$ cat config.mk
export PLATFORM = sky130hd
export DESIGN_NAME = rolling_kmer_2bit_packer
export DESIGN_NICKNAME = d
export VERILOG_FILES = /design/src/rtl/core/rkp_pkg.sv /design/src/rtl/core/rkp_front.sv /design/src/rtl/core/rkp_code_fifo.sv /design/src/rtl/core/rkp_back.sv /design/src/rtl/core/rolling_kmer_2bit_packer.sv
export SDC_FILE = /design/constraint.sdc
export NUM_CORES = 1
export LEC_CHECK = 0
export BUFFER_PORTS_ARGS = -buffer_cell sky130_fd_sc_hd__clkbuf_2
export CAP_MARGIN = 20
export CORE_MARGIN = 2
export CORE_UTILIZATION = 62
export DETAILED_ROUTE_END_ITERATION = 8
export PLACE_DENSITY = 0.77
export SLEW_MARGIN = 20
export SYNTH_ARGS = -nofsm -noshare
export SYNTH_HDL_FRONTEND = slang
export SYNTH_SLANG_ARGS = --single-unit
$ cat constraint.sdc
create_clock -name clk -period 6.8 [get_ports clk]
set_input_delay 0.68 -clock clk [delete_from_list [all_inputs] [get_ports clk]]
set_output_delay 0.68 -clock clk [all_outputs]
set_load 0.01 [all_outputs]
$ cat src/rtl/core/rkp_pkg.sv
`timescale 1ns / 1ps

package rkp_pkg;

  localparam int WORD_BITS    = 64;
  localparam int MAX_WORDS    = 4;
  localparam int MAX_KMER_LEN = 128;
  localparam int PORT_CAP     = MAX_WORDS * WORD_BITS / 2;
  localparam int KMER_CAP     = (MAX_KMER_LEN < PORT_CAP) ? MAX_KMER_LEN : PORT_CAP;

  localparam int LEN_W   = 8;
  localparam int IDX_W   = $clog2(MAX_WORDS);
  localparam int POS_W   = $clog2(WORD_BITS);
  localparam int TOT_W   = LEN_W + 1;
  localparam int LBITS_W = POS_W + 1;
  localparam int FIFO_DEPTH = 2;

  localparam logic [LEN_W-1:0] KMER_RESET = LEN_W'(32);

  localparam logic [7:0] CHAR_C = 8'h43;
  localparam logic [7:0] CHAR_G = 8'h47;
  localparam logic [7:0] CHAR_T = 8'h54;

  localparam logic [1:0] CODE_A = 2'd0;
  localparam logic [1:0] CODE_C = 2'd1;
  localparam logic [1:0] CODE_G = 2'd2;
  localparam logic [1:0] CODE_T = 2'd3;

  typedef struct packed {
    logic       valid;
    logic [1:0] code;
  } code_xfer_t;

  typedef struct packed {
    logic [LEN_W-1:0]     k;
    logic [IDX_W-1:0]     nwords_m1;
    logic [POS_W-1:0]     last_pos;
    logic [WORD_BITS-1:0] last_mask;
  } kmer_cfg_t;

  function automatic kmer_cfg_t derive_cfg(logic [LEN_W-1:0] len);
    kmer_cfg_t          c;
    logic [LEN_W-1:0]   k;
    logic [TOT_W-1:0]   total;
    logic [TOT_W-1:0]   total_m1;
    logic [IDX_W-1:0]   nwm1;
    logic [TOT_W-1:0]   lbits_w;
    logic [LBITS_W-1:0] lbits;
    k = (len == '0) ? LEN_W'(1) : len;
    if (k > LEN_W'(KMER_CAP)) k = LEN_W'(KMER_CAP);
    total    = {k, 1'b0};
    total_m1 = total - TOT_W'(1);
    nwm1     = IDX_W'(total_m1 >> POS_W);
    lbits_w  = total - (TOT_W'(nwm1) << POS_W);
    lbits    = LBITS_W'(lbits_w);
    c.k         = k;
    c.nwords_m1 = nwm1;
    c.last_pos  = POS_W'(lbits - LBITS_W'(2));
    c.last_mask = (lbits >= LBITS_W'(WORD_BITS)) ? '1
                  : ((WORD_BITS'(1) << lbits) - WORD_BITS'(1));
    return c;
  endfunction

endpackage

$ cat src/rtl/core/rkp_front.sv
`timescale 1ns / 1ps

module rkp_front (
  input  logic                rst,
  input  logic                s_tvalid,
  output logic                s_tready,
  input  logic [7:0]          s_tdata,   // base_char
  input  logic                q_full,
  output rkp_pkg::code_xfer_t push
);
  import rkp_pkg::*;

  logic [1:0] code;

  always_comb begin
    case (s_tdata)
      CHAR_C:  code = CODE_C;
      CHAR_G:  code = CODE_G;
      CHAR_T:  code = CODE_T;
      default: code = CODE_A;
    endcase
  end

  // hold off the producer while reset is applied
  assign s_tready   = !q_full && !rst;
  assign push.valid = s_tvalid && s_tready;
  assign push.code  = code;

endmodule

$ cat src/rtl/core/rkp_code_fifo.sv
`timescale 1ns / 1ps

module rkp_code_fifo (
  input  logic                clk,
  input  logic                rst,
  input  rkp_pkg::code_xfer_t push,
  output logic                full,
  output rkp_pkg::code_xfer_t head,
  input  logic                pop
);
  import rkp_pkg::*;

  localparam int PTR_W = $clog2(FIFO_DEPTH);
  localparam int CNT_W = $clog2(FIFO_DEPTH + 1);

  logic [1:0]       mem [FIFO_DEPTH];
  logic [PTR_W-1:0] wr_ptr;
  logic [PTR_W-1:0] rd_ptr;
  logic [CNT_W-1:0] count;
  logic             do_pop;

  assign full      = (count == CNT_W'(FIFO_DEPTH));
  assign head.valid = (count != '0);
  assign head.code  = mem[rd_ptr];
  assign do_pop     = pop && head.valid;

  always_ff @(posedge clk) begin
    if (push.valid) mem[wr_ptr] <= push.code;
  end

  always_ff @(posedge clk) begin
    if (rst) begin
      wr_ptr <= '0;
      rd_ptr <= '0;
      count  <= '0;
    end else begin
      if (push.valid) wr_ptr <= wr_ptr + PTR_W'(1);
      if (do_pop)     rd_ptr <= rd_ptr + PTR_W'(1);
      case ({push.valid, do_pop})
        2'b10:   count <= count + CNT_W'(1);
        2'b01:   count <= count - CNT_W'(1);
        default: count <= count;
      endcase
    end
  end

endmodule

$ cat src/rtl/core/rkp_back.sv
`timescale 1ns / 1ps

module rkp_back (
  input  logic                       clk,
  input  logic                       rst,
  input  logic                       cfg_write,
  input  rkp_pkg::kmer_cfg_t         cfg,
  input  rkp_pkg::code_xfer_t        head,
  output logic                       pop,
  output logic                       m_tvalid,
  input  logic                       m_tready,
  output logic [rkp_pkg::WORD_BITS-1:0] m_tdata,
  output logic [rkp_pkg::IDX_W-1:0]  m_tuser,
  output logic                       m_tlast
);
  import rkp_pkg::*;

  logic [WORD_BITS-1:0] window      [MAX_WORDS];
  logic [WORD_BITS-1:0] window_next [MAX_WORDS];
  logic [LEN_W-1:0]     bases_seen;
  logic [LEN_W-1:0]     seen_next;
  logic                 emitting;
  logic [IDX_W-1:0]     idx;
  logic                 load;
  logic                 last_now;

  assign last_now = (idx == cfg.nwords_m1);
  assign load     = emitting && (!m_tvalid || m_tready);
  // the next base may shift in on the same edge the final word is loaded
  assign pop      = head.valid && (!emitting || (load && last_now));
  assign seen_next = (bases_seen < cfg.k) ? bases_seen + LEN_W'(1) : bases_seen;

  always_comb begin
    for (int i = 0; i < MAX_WORDS; i++) begin
      window_next[i] = window[i];
      if (IDX_W'(i) == cfg.nwords_m1) begin
        window_next[i] = {window[i][WORD_BITS-3:0], head.code} & cfg.last_mask;
      end
    end
    for (int i = 0; i < MAX_WORDS - 1; i++) begin
      if (IDX_W'(i) < cfg.nwords_m1) begin
        // carry the top two bits of the following word
        if (IDX_W'(i + 1) == cfg.nwords_m1)
          window_next[i] = {window[i][WORD_BITS-3:0], window[i+1][cfg.last_pos +: 2]};
        else
          window_next[i] = {window[i][WORD_BITS-3:0], window[i+1][WORD_BITS-1 -: 2]};
      end
    end
  end

  always_ff @(posedge clk) begin
    if (rst || cfg_write) begin
      for (int i = 0; i < MAX_WORDS; i++) window[i] <= '0;
    end else if (pop) begin
      for (int i = 0; i < MAX_WORDS; i++) window[i] <= window_next[i];
    end
  end

  always_ff @(posedge clk) begin
    if (rst || cfg_write) begin
      bases_seen <= '0;
      emitting   <= 1'b0;
      idx        <= '0;
    end else begin
      if (pop) bases_seen <= seen_next;
      // a fresh k-mer takes over from the one whose final word is loading
      if (pop && seen_next >= cfg.k) begin
        emitting <= 1'b1;
        idx      <= '0;
      end else if (load) begin
        idx <= idx + IDX_W'(1);
        if (last_now) emitting <= 1'b0;
      end
    end
  end

  always_ff @(posedge clk) begin
    if (rst) begin
      m_tvalid <= 1'b0;
    end else if (load) begin
      m_tvalid <= 1'b1;
    end else if (m_tready) begin
      m_tvalid <= 1'b0;
    end
  end

  always_ff @(posedge clk) begin
    if (load) begin
      m_tdata <= window[idx];
      m_tuser <= idx;
      m_tlast <= last_now;
    end
  end

endmodule

$ cat src/rtl/core/rolling_kmer_2bit_packer.sv
`timescale 1ns / 1ps
// the first word of a k-mer is registered at the output after its base passes the code queue and the window
// each base from the k-th on yields ceil(2k/64) words (1 to 4) on the single 64-bit result port
// a two-entry code queue lets input transactions continue while words drain
// reset (synchronous, active high) clears window, base count, queue and output; k returns to 32
// a length write also clears window and base count

module rolling_kmer_2bit_packer (
  input  logic                          clk,
  input  logic                          rst,
  input  logic                          s_tvalid,
  output logic                          s_tready,
  input  logic [7:0]                    s_tdata,   // base_char
  output logic                          m_tvalid,
  input  logic                          m_tready,
  output logic [rkp_pkg::WORD_BITS-1:0] m_tdata,   // word_value
  output logic [rkp_pkg::IDX_W-1:0]     m_tuser,   // word_index
  output logic                          m_tlast,   // last_word
  input  logic                          cfg_valid,
  output logic                          cfg_ready,
  input  logic [rkp_pkg::LEN_W-1:0]     cfg_data   // bases in the window
);
  import rkp_pkg::*;

  code_xfer_t push;
  code_xfer_t head;
  kmer_cfg_t  cfg;
  logic       q_full;
  logic       pop;
  logic       cfg_write;

  assign cfg_ready = 1'b1;
  assign cfg_write = cfg_valid && cfg_ready;

  always_ff @(posedge clk) begin
    if (rst) begin
      cfg <= derive_cfg(KMER_RESET);
    end else if (cfg_write) begin
      cfg <= derive_cfg(cfg_data);
    end
  end

  rkp_front u_front (
    .rst      (rst),
    .s_tvalid (s_tvalid),
    .s_tready (s_tready),
    .s_tdata  (s_tdata),
    .q_full   (q_full),
    .push     (push)
  );

  rkp_code_fifo u_fifo (
    .clk  (clk),
    .rst  (rst),
    .push (push),
    .full (q_full),
    .head (head),
    .pop  (pop)
  );

  rkp_back u_back (
    .clk       (clk),
    .rst       (rst),
    .cfg_write (cfg_write),
    .cfg       (cfg),
    .head      (head),
    .pop       (pop),
    .m_tvalid  (m_tvalid),
    .m_tready  (m_tready),
    .m_tdata   (m_tdata),
    .m_tuser   (m_tuser),
    .m_tlast   (m_tlast)
  );

endmodule

After elaboration in Yosys (flattened, before gate mapping)
Memory sizes are Yosys's and may differ from the RTL's. A register that Yosys moved wholly into a read port is not among the register bits.
Cells that the tools add are included.

operators by class
  multiplexer cells = 36
  reductions and logical operators = 23
  div/mod/pow operators = 0
  multipliers = 0
  eq/ne operators = 10
  $lt $le $gt $ge = 7
  shift-type cells = 4
  bitwise logic cells = 8
  $add $sub $neg = 10

operators with widths
  operator                                            count
  two-way mux 64 bit                                  12
  AND 64 bit                                          4
  indexed part select 64 x 7 -> 2 bit                 3
  << shifter 1 x 7 -> 64 bit, first input constant    1
  subtractor 64 x 1 -> 64 bit, second input constant  1
  two-way mux 8 bit                                   5
  == test 8 x 7 -> 1 bit, second input constant       3
  two-way mux 1 bit                                   14
  nonzero test 2 bit                                  5
  adder 8 x 1 -> 8 bit, second input constant         1
  >= comparator 8 bit                                 1
  > comparator 8 bit, second input constant           1
  zero test 8 bit                                     1
  < comparator 8 bit                                  1
  subtractor 8 x 1 -> 8 bit, second input constant    1
  >= comparator 7 bit, second input constant          1
  logical AND 1 bit                                   7
  subtractor 7 bit                                    1
  two-way mux 2 bit                                   3
  one-hot mux 2 bit (3 select lines)                  1
  subtractor 6 x 2 -> 6 bit, second input constant    1
  adder 2 x 1 -> 2 bit, second input constant         2
  == test 2 bit, first input constant                 2
  == test 2 bit, second input constant                2
  other kinds (14)                                    24

word-level totals
  register bits after elaboration = 99
  memory bits (read-only) = 0
  RAM bits = 260
  word-level logic and storage cells = 113
  memories kept = 2
  output and inout port bits = 70
  input port bits = 21
  latch bits = 0

memory list
  memory         depth  width  read ports  clocked after memory_dff  write ports  RTL line             text
  u_back.window  4      64     5           1                         4            rkp_back.sv:18       logic [WORD_BITS-1:0] window [MAX_WORDS];
  u_fifo.mem     2      2      1           1                         1            rkp_code_fifo.sv:16  logic [1:0] mem [FIFO_DEPTH];

Logic depth before layout (Yosys ltp)
  depth after elaboration = 11
  depth in mapped cells = 16
  mapped depth without buffers = 14

By module
Synthesis repeated with hierarchy kept, for this count alone.

unflattened totals
  cells, all modules = 1,903
  area total of the unflattened synthesis = 22,253.8 sq um

by module, submodules not included
  module                    area an instance (sq um)  sequential area each (sq um)  times used  cells an instance
  rkp_back                  17,690.7                  9,939.5                       1           1,343
  rolling_kmer_2bit_packer  4,113.9                   1,561.5                       1           522
  rkp_code_fifo             359.1                     220.2                         1           29
  rkp_front                 90.1                      0.0                           1           9

Worst setup path before layout
No wires, ideal clock.

  path type = input port to flip-flop
  start point = input port m_tready
  end point = memory u_back.window[3][0] (enable)
  stages on the path = 4
  library setup time = 0.574 ns
  data required time = 6.226 ns
  data arrival time = 5.694 ns
  path slack = 0.531 ns
  cells stage by stage = nor2b_1 > o31ai_1 > o21ai_1 > o21ai_0

RTL lines
  element          RTL line                        text
  start, declared  rolling_kmer_2bit_packer.sv:15  input logic m_tready,
  end, declared    rkp_back.sv:18

Worst setup path in the final report
  start point = input port cfg_data[2] in the netlist's numbering
  end point = register cfg[40] (netlist name)

between the ends
  word-level cells in the longest chain between the ends = 11
  elaborated cells between the ends (all ways) = 12
  those cells by class = add/sub: 3; order compare: 2; shift: 1; mux: 5; reduce/logical: 1

ends and longest elaborated chain
  element                      RTL line                        text
  start, declared              rolling_kmer_2bit_packer.sv:21  input logic [rkp_pkg::LEN_W-1:0] cfg_data
  zero test 8 bit              rkp_pkg.sv:49                   k = (len == '0) ? LEN_W'(1) : len;
  two-way mux 8 bit (*)        rkp_pkg.sv:49
  > comparator 8 bit           rkp_pkg.sv:50                   if (k > LEN_W'(KMER_CAP)) k = LEN_W'(KMER_CAP);
  two-way mux 8 bit (*)        rkp_pkg.sv:50
  two-way mux 8 bit (*)        rolling_kmer_2bit_packer.sv:38  end else if (cfg_write) begin
  two-way mux 8 bit (*)        rolling_kmer_2bit_packer.sv:36  if (rst) begin
  subtractor 8 x 1 -> 8 bit    rkp_pkg.sv:52                   total_m1 = total - TOT_W'(1);
  subtractor 7 bit (*)         rkp_pkg.sv:54                   lbits_w = total - (TOT_W'(nwm1) << POS_W);
  << shifter 1 x 7 -> 64 bit   rkp_pkg.sv:60                   : ((WORD_BITS'(1) << lbits) - WORD_BITS'(1));
  subtractor 64 x 1 -> 64 bit  rkp_pkg.sv:60
  two-way mux 64 bit (*)       rkp_pkg.sv:59                   c.last_mask = (lbits >= LBITS_W'(WORD_BITS)) ? '1

Mark *: on every way between the ends. The rest lies on a longest branch, timed or not. The select of a mux whose other input is x is not followed.
A chain may end at the register's enable or synchronous reset.

==> metrics <==
status=completed; Worst Setup Start Kind=input port; non-filler instance count after layout=approximately 2200; nets=1803; Cell Pwr Density=around 280 nW/um2; Clock Latency Late Sink=approximately 0.55 ns; Final Hold Violating Endpoints=0; Reg2Reg Depth=7; Max Slew Vio Count=0; maximum root-to-sink buffer count=3; Max Cap Viol=0; # port buffers=between 80 and 90; post-synth top area cell=edfxtp_1; synthesis-to-layout area growth=9.90%; final WL=58600 um; Synth Instances=around 1700; Post-Layout Inst Area=about 23000 um2; r2r setup slk=between 2 and 3 ns; CP Data Arrival Time=just over 5 ns; Antenna Cells=0; die area=35000 um2; Sum Neg Setup Slack=0 ns; I/O pins=91; Tcrit/Tclk final=68.9%; Initial Util=62.4%; synth cell count leaders=327 x edfxtp_1, 285 x nor2_1, 210 x o21ai_0, 100 x mux4_2, 95 x dfxtp_1; 1st-iter DRT viols=2341; DIE HEIGHT=~190 um; Worst-Margin Slew=around 1.1 ns; Final Setup Violations=0; Avg Inst Size Synth=12.0 um2; Seq/Total Area, Yosys=56.5%; gr usage total=between 30% and 40%; number of global-route vias before repair=around 15000; most numerous cell in the Yosys netlist=edfxtp_1; fmax=approximately 0.21 GHz; first-pass GRT wire length=roughly 90000 um; CTS Hold Bufs=0; gp weighted congestion=a little under 1; placed cell areas=approximately 21000 um2; DP HPWL=about 37000 um; core area=around 33000 um2; DRC viols=0; syn_nets=~1800; maximum number of pins on one net before global-route repair=approximately 120; TritonRoute pass-1 iters=5; maximum vdd drop=~250 uV; top post-synthesis cells by area=edfxtp_1 47%, mux4_2 11%, dfxtp_1 9.2%; number of flops mapped to enable cells by yosys=327; ys flop type=edfxtp_1; layout cell share with drive strength beyond 1=a little under a fifth; Setup crit end kind=register; routed len/inst=~26 um; Rows=between 60 and 70; RSZ-0062 raised after global routing=false; critical path type=in2reg; Ys Warns=0; fin util=68.6%; r2r endpoint=u_back.window[2][48]; Critical Path Sink=cfg[40]; root buf cell=clkbuf_16; cts repair resizes=0; #FFs+latches synth=around 420; # clock sinks=about 420; initial antenna violation count=4; GR Overflow Total=0; Post-Syn Area=20800 um2; Pleak=about 8.5 nW; slew margin rel.=between 20% and 30%; vias per cell=6.89; Setup Fix Bufs, Post-CTS=0; CTS Buf Count=44; Die W=between 150 and 200 um; Synth cell types=between 80 and 90; dpl cells=between 2000 and 2500; worst path required time=7.17 ns; DR vias=15400; minimum clock period=~4.7 ns; CTS tree=yes; Worst Hold Class=reg2reg; clock slew at reported path FFs=0.06 ns; Worst Setup SP=cfg_data[2]; Synth async-reset ratio=0%; Yosys top cell area share=47.3%; antenna-violating nets left=0; crit-path max FO=33; skew final=approximately 0.025 ns; r2r startpoint=u_back.idx[0]; H-tree levels=2
[logic make-up (layout without fill, tap and decap cells)]
kind of cell,count (synthesis),in the layout,synth area share (%)
AND/OR/NAND/NOR,575,575,13.4
flip-flops,422,422,56.5
AO/OA/AOI/OAI,382,382,11.1
buffers and inverters,153,210,3.12
multiplexers,145,145,13.0
XOR/XNOR,35,35,1.48
adder cells (fa/ha/maj),23,23,1.39
other,1,1,0.0181
[placed cells by master, fill, tap and decap left out, types with 4 or more instances in the layout]
| cell | n |
|---|---|
| mux2i_1 | 42 |
| o22ai_1 | 5 |
| nand3_1 | 35 |
| or4_1 | 5 |
| nor3_2 | 4 |
| xor2_1 | 18 |
| buf_4 | 20 |
| a211oi_1 | 7 |
| o22a_1 | 10 |
| clkbuf_16 | 44 |
| nand2b_1 | 11 |
| mux4_2 | 100 |
| a2bb2oi_1 | 6 |
| clkbuf_2 | 89 |
| inv_1 | 17 |
| xnor2_1 | 17 |
| o21a_1 | 4 |
| clkinv_1 | 7 |
| o21ai_0 | 209 |
| nor2_1 | 283 |
| a31oi_1 | 9 |
| dfxtp_1 | 90 |
| o21ai_1 | 4 |
| a22oi_1 | 13 |
| nor3_1 | 18 |
| and2_1 | 5 |
| o211ai_1 | 16 |
| a21oi_1 | 54 |
| o2111ai_1 | 7 |
| ha_1 | 23 |
| edfxtp_1 | 327 |
| clkbuf_1 | 8 |
| nand2_1 | 69 |
| or2_2 | 6 |
| and3_1 | 73 |
| nor2b_1 | 11 |
| or3_1 | 10 |
| a211o_1 | 6 |
| clkinv_2 | 13 |
[power breakdown]
group / switching, mW / internal, mW
clock: 1.01 / 1.28
sequential: 0.183 / 3.04
combinational: 0.586 / 0.315
[flip-flops by register name, summed over array words and instances (netlist names), 2 cells and up, named ones only]
name	flops
u_back.m_tuser	2
u_back.idx	2
u_fifo.count	2
u_back.bases_seen	8
cfg	78
u_back.window	256
u_back.m_tdata	64
u_fifo.mem	4
[metrics by stage]
stage                     hold WS, ns  setup slack (ns)  total power [mW]
final                           0.474              2.12              6.42
after floorplan                 0.406             0.531              3.81
after CTS                       0.473              2.26              6.40
after global routing            0.481              1.80              6.60
after detailed placement        0.460              1.73              4.15
after global placement          0.456              1.86              4.11
[critical path, stage by stage]
cell,delay (ns)
clkbuf_2,0.43
nor4_4,0.50
and2_1,0.21
nor2_1,0.05
nor2_1,0.22
inv_1,0.13
ha_1,0.46
nor2b_1,0.36
o311ai_4,0.20
ha_1,0.30
nand3_1,0.45
nor2_1,0.71
a31o_2,0.26
a31oi_1,0.08
[area by class of cell]
cell class	instances	area (um2)
flip-flops and latches	422	11700
fillers	2415	10500
multi-input cells	1161	8440
clock buffers	53	1140
repair buffers	112	663
well taps	448	561
clock inverters	27	200
inverters	18	67.6
[routing by layer]
metal	up-vias	GRT usage, %	share of wire [%]
met3	160	6.90	11
met4	6	13.2	4.1
met2	1036	52.6	47
met5	-	0	0.072
li1	6590	-	-
met1	7648	46.9	38
[worst min-delay path by stage]
stage,start,endpoint,slack (ns),cells past startpoint
floorplan,u_back.idx[0],u_back.m_tuser[0],0.41,0
global placement,cfg[78],cfg[78],0.46,2
detailed placement,cfg[72],cfg[72],0.46,2
CTS,cfg[72],cfg[72],0.47,2
global route,cfg[72],cfg[72],0.48,2
finish,cfg[72],cfg[72],0.47,2
No activity file was read; power rests on OpenSTA's default activity.
